`src/rtl/core/hss_pkg.sv`:
```
`timescale 1ns / 1ps
`default_nettype none
// ----------------------------------------------------------------------------
// hss_pkg
// Shared types and constants of the harmony search step engine.
// ----------------------------------------------------------------------------
package hss_pkg;

  typedef logic signed [25:0] coord_t;
  typedef logic [47:0]        fit_t;

  localparam int ElemXW = 7;  // element index width, covers up to 128 coordinates

  localparam logic [1:0] ACT_LOAD  = 2'd0;
  localparam logic [1:0] ACT_TRIAL = 2'd1;
  localparam logic [1:0] ACT_READ  = 2'd2;

  localparam logic [2:0] CFG_CONSIDER = 3'd0;
  localparam logic [2:0] CFG_PITCH    = 3'd1;
  localparam logic [2:0] CFG_BW       = 3'd2;
  localparam logic [2:0] CFG_VMIN     = 3'd3;
  localparam logic [2:0] CFG_VMAX     = 3'd4;

  localparam fit_t FIT_MAX = '1;

endpackage
`default_nettype wire

```
`src/rtl/core/hss_slot_reduce.sv`:
```
`timescale 1ns / 1ps
`default_nettype none
// ----------------------------------------------------------------------------
// hss_slot_reduce
// Reduction of a 10-bit slot modulo the memory size by reciprocal multiply.
// ----------------------------------------------------------------------------
module hss_slot_reduce import hss_pkg::*; #(
  parameter int MEMORY_SIZE = 1024,
  parameter int SW = $clog2(MEMORY_SIZE)
) (
  input  wire logic          clk,
  input  wire logic          rst,
  input  wire logic          start,
  input  wire logic [9:0]    value,
  output logic               done,
  output logic [SW-1:0]      result
);

  // a slot below 1024 never reaches a larger memory size, so cap the divisor
  localparam int MOD_C = (MEMORY_SIZE >= 1024) ? 1024 : MEMORY_SIZE;
  localparam int RECIP = ((1 << 20) + MOD_C - 1) / MOD_C;

  logic [29:0] prod;
  logic [9:0]  quo;
  logic [9:0]  back;
  logic [9:0]  rem_c;

  // quotient is exact for every 10-bit value with a 20-bit reciprocal
  always_comb begin
    prod  = 30'(value) * 30'(RECIP);
    quo   = prod[29:20];
    back  = quo * 10'(MOD_C);
    rem_c = value - back;
  end

  always_ff @(posedge clk) begin
    if (rst) begin
      done   <= 1'b0;
      result <= '0;
    end else begin
      done <= start;
      if (start) begin
        result <= SW'(rem_c);
      end
    end
  end

endmodule
`default_nettype wire

```
`config.mk`:
```
export PLATFORM = sky130hd
export DESIGN_NAME = hss_slot_reduce
export DESIGN_NICKNAME = d
export VERILOG_FILES = /design/src/rtl/core/hss_pkg.sv /design/src/rtl/core/hss_slot_reduce.sv
export SDC_FILE = /design/constraint.sdc
export NUM_CORES = 1
export LEC_CHECK = 0
export BUFFER_PORTS_ARGS = -buffer_cell sky130_fd_sc_hd__buf_2
export CAP_MARGIN = 25
export CORE_AREA = 2 2 39 41
export DETAILED_ROUTE_END_ITERATION = 8
export DIE_AREA = 0 0 41 43
export SKIP_CTS_REPAIR_TIMING = 1
export SYNTH_ARGS = -nofsm -noshare
export SYNTH_HDL_FRONTEND = slang
export SYNTH_SLANG_ARGS = --single-unit
export TNS_END_PERCENT = 10
```
`constraint.sdc`:
```
create_clock -name clk -period 0.8 [get_ports clk]
set_clock_uncertainty 0.05 [all_clocks]
set_input_delay 0.08 -clock clk [delete_from_list [all_inputs] [get_ports clk]]
set_output_delay 0.08 -clock clk [all_outputs]
set_load 0.02 [all_outputs]
```
==> impl_metrics.env <==
export IMPL_wl_per_cell_microns=9.57
export IMPL_root_buffer="clkbuf_4"
export IMPL_cts_buffers=3
export IMPL_antenna_left=0
export IMPL_rsz0062_at_grt="true"
export IMPL_multi_input_area_sq_um=144
export IMPL_fp_dieArea_sq_um=1760
export IMPL_place_congestion=0.538
export IMPL_insertion_delay_ns=0.27
export IMPL_ys_types=6
export IMPL_routed_wirelength_microns=737
export IMPL_cts_htree_levels=1
export IMPL_clock_sinks=11
export IMPL_power_mw=1.19
export IMPL_syn2layout_area_growth_pct=65.1
export IMPL_p_leak_nw=0.312
export IMPL_gr_usage_met3=0.0628
export IMPL_top_usage_layer="met4"
export IMPL_cp_num_buf_inv=1
export IMPL_worstPathMaxFanout=2
export IMPL_hold_violations=2
export IMPL_crit_required_ns=0.67
export IMPL_finalSetupViolCount=12
export IMPL_synth_area_sq_um=380
export IMPL_first_pass_iters=1
export IMPL_status="finished, violations left"
export IMPL_antenna_found_initial=0
export IMPL_register_area_sq_um=234
export IMPL_vias=326
export IMPL_clock_fmax_mhz=1190
export IMPL_maxSlewHeadroom=0.803
export IMPL_violations="hold timing, setup timing"
export IMPL_grt_pass1_wl_microns=924
export IMPL_initial_utilization=0.275
export IMPL_synth_seq_cells=11
export IMPL_worst_pin_slew_ns=0.295
export IMPL_clockBufferDepth=2
export IMPL_syn_area_per_cell_sq_um=11.2
export IMPL_ioPinCount=24
export IMPL_grt_overflow_total=0
export IMPL_crit_slowest_cell="dfxtp_2"
export IMPL_first_global_vias=231
export IMPL_drc_errors=0
export IMPL_die_h_microns=43
export IMPL_vdd_ir_drop_max_v=0.000706
export IMPL_cts_tree="done"
export IMPL_synthesis_nets=47
export IMPL_layout_setup_ws_ns=-0.0438
export IMPL_path_class="reg -> out"
export IMPL_power_density_nw_per_um2=1890
export IMPL_ys_warn_count=0
export IMPL_worstPathArrival_ns=0.71
export IMPL_synth_area_leaders="dfxtp_1, mux2i_1, nor2_1"
export IMPL_core_area_sq_um=1380
export IMPL_die_x_microns=41
export IMPL_ys_seq_area_frac=0.579
export IMPL_fin_setup_tns_ns=-0.449
export IMPL_critPathLaunchType="register"
export IMPL_post_route_min_period_ns=0.844
export IMPL_grt_util_all_layers=0.0907
export IMPL_slowest_delay_ns=0.33
export IMPL_antennaDiodeCount=0
export IMPL_hold_ws_ns=-0.000499
export IMPL_viasPerCell=4.23
export IMPL_dr_first_iter_drc_count=0
export IMPL_fin_crit_sh=1.05
export IMPL_slew_violations=0
export IMPL_fillers=139
export IMPL_io_buffers=23
export IMPL_grtUsageMet2=0.0969
export IMPL_drive_above_1_share=0.607
export IMPL_final_util=0.454
export IMPL_min_path_type="in -> reg"
export IMPL_synthCells=34
export IMPL_grt_max_degree=12
export IMPL_placed_cell_area_sq_um=499
export IMPL_design_area_sq_um=628
export IMPL_fin_nets=75
export IMPL_end_kind="output port"
export IMPL_path_delay_family="flip-flops"
export IMPL_synth_top_area_frac=0.579
export IMPL_path_cells="buf_6"
export IMPL_synth_largest_area_cell="dfxtp_1"
export IMPL_num_rows=14
export IMPL_grt_use_met1=0.0945
export IMPL_maxCapViolCount=0
export IMPL_clk_pin_slew_ns=0.07
-- registers in the layout, summed over array words and instances (netlist names) --
| register | cells |
|---|---|
| done | 1 |
| result | 10 |
-- Yosys cell counts --
master / instances
buf_2: 1
nor2b_1: 1
mux2i_1: 10
nor2_1: 10
buf_6: 1
dfxtp_1: 11
-- final cells by class --
cell class                      instances  area share
Sequential cell                        11       0.373
Timing Repair Buffer                   25       0.325
Multi-Input combinational cell         21       0.229
Clock buffer                            4      0.0418
Tap cell                               16      0.0319
-- placed cells by master, fill, tap and decap left out --
master         count
buf_6             11
clkbuf_1           1
nor2b_1            1
nor2_1            10
dfxtp_2           11
mux2i_1           10
buf_2             12
dlygate4sd3_1      2
clkbuf_4           3
-- report_power, final --
| part | switching [mW] | total, mW | internal [mW] | leakage, nW |
|---|---|---|---|---|
| registers | 0.0202 | 0.607 | 0.587 | 0.0947 |
| logic | 0.0935 | 0.209 | 0.115 | 0.202 |
| clock network | 0.181 | 0.374 | 0.193 | 0.0150 |
| total | 0.295 | 1.19 | 0.895 | 0.312 |
-- final timing paths --
| kind | start | endpoint | slack, ns | cells past startpoint |
|---|---|---|---|---|
| hold / removal | value[2] | result[2]$_SDFFE_PP0P_ | -0.0005 | 3 |
| hold reg to reg | result[6]$_SDFFE_PP0P_ | result[6]$_SDFFE_PP0P_ | 0.44 | 2 |
| setup reg to reg | result[9]$_SDFFE_PP0P_ | result[9]$_SDFFE_PP0P_ | 0.14 | 2 |
| setup / recovery | result[0]$_SDFFE_PP0P_ | result[0] | -0.04 | 1 |
-- kinds of logic (layout without fill, tap and decap cells) --
| kind of cell | Yosys count | in the layout | share of synthesized area |
|---|---|---|---|
| buffers and inverters | 2 | 29 | 0.0427 |
| flip-flops | 11 | 11 | 0.579 |
| multiplexers | 10 | 10 | 0.263 |
| AND/OR/NAND/NOR | 11 | 11 | 0.115 |
-- worst register-to-register path, delay by kind of cell (launching register included) --
family / cells / cell delay, ns
flip-flops: 1 / 0.32
multiplexers: 1 / 0.12
AND/OR/NAND/NOR: 1 / 0.05
-- through the flow --
| step | setup slack [ns] | instances |
|---|---|---|
| global route | -0.0869 | 77 |
| CTS | -0.106 | 75 |
| detailed placement | -0.00244 | 71 |
| finish | -0.0438 | 77 |
| floorplan | 0.105 | 34 |
| global placement | 0.00821 | 71 |
-- per-layer routing --
metal  vias to the layer above  wire length (microns)
li1                        165                      -
met1                       139                    293
met2                        18                    324
met3                         4                     90
met4                         0                     27
met5                         -                      0
Power figures use the tool's default switching activity.
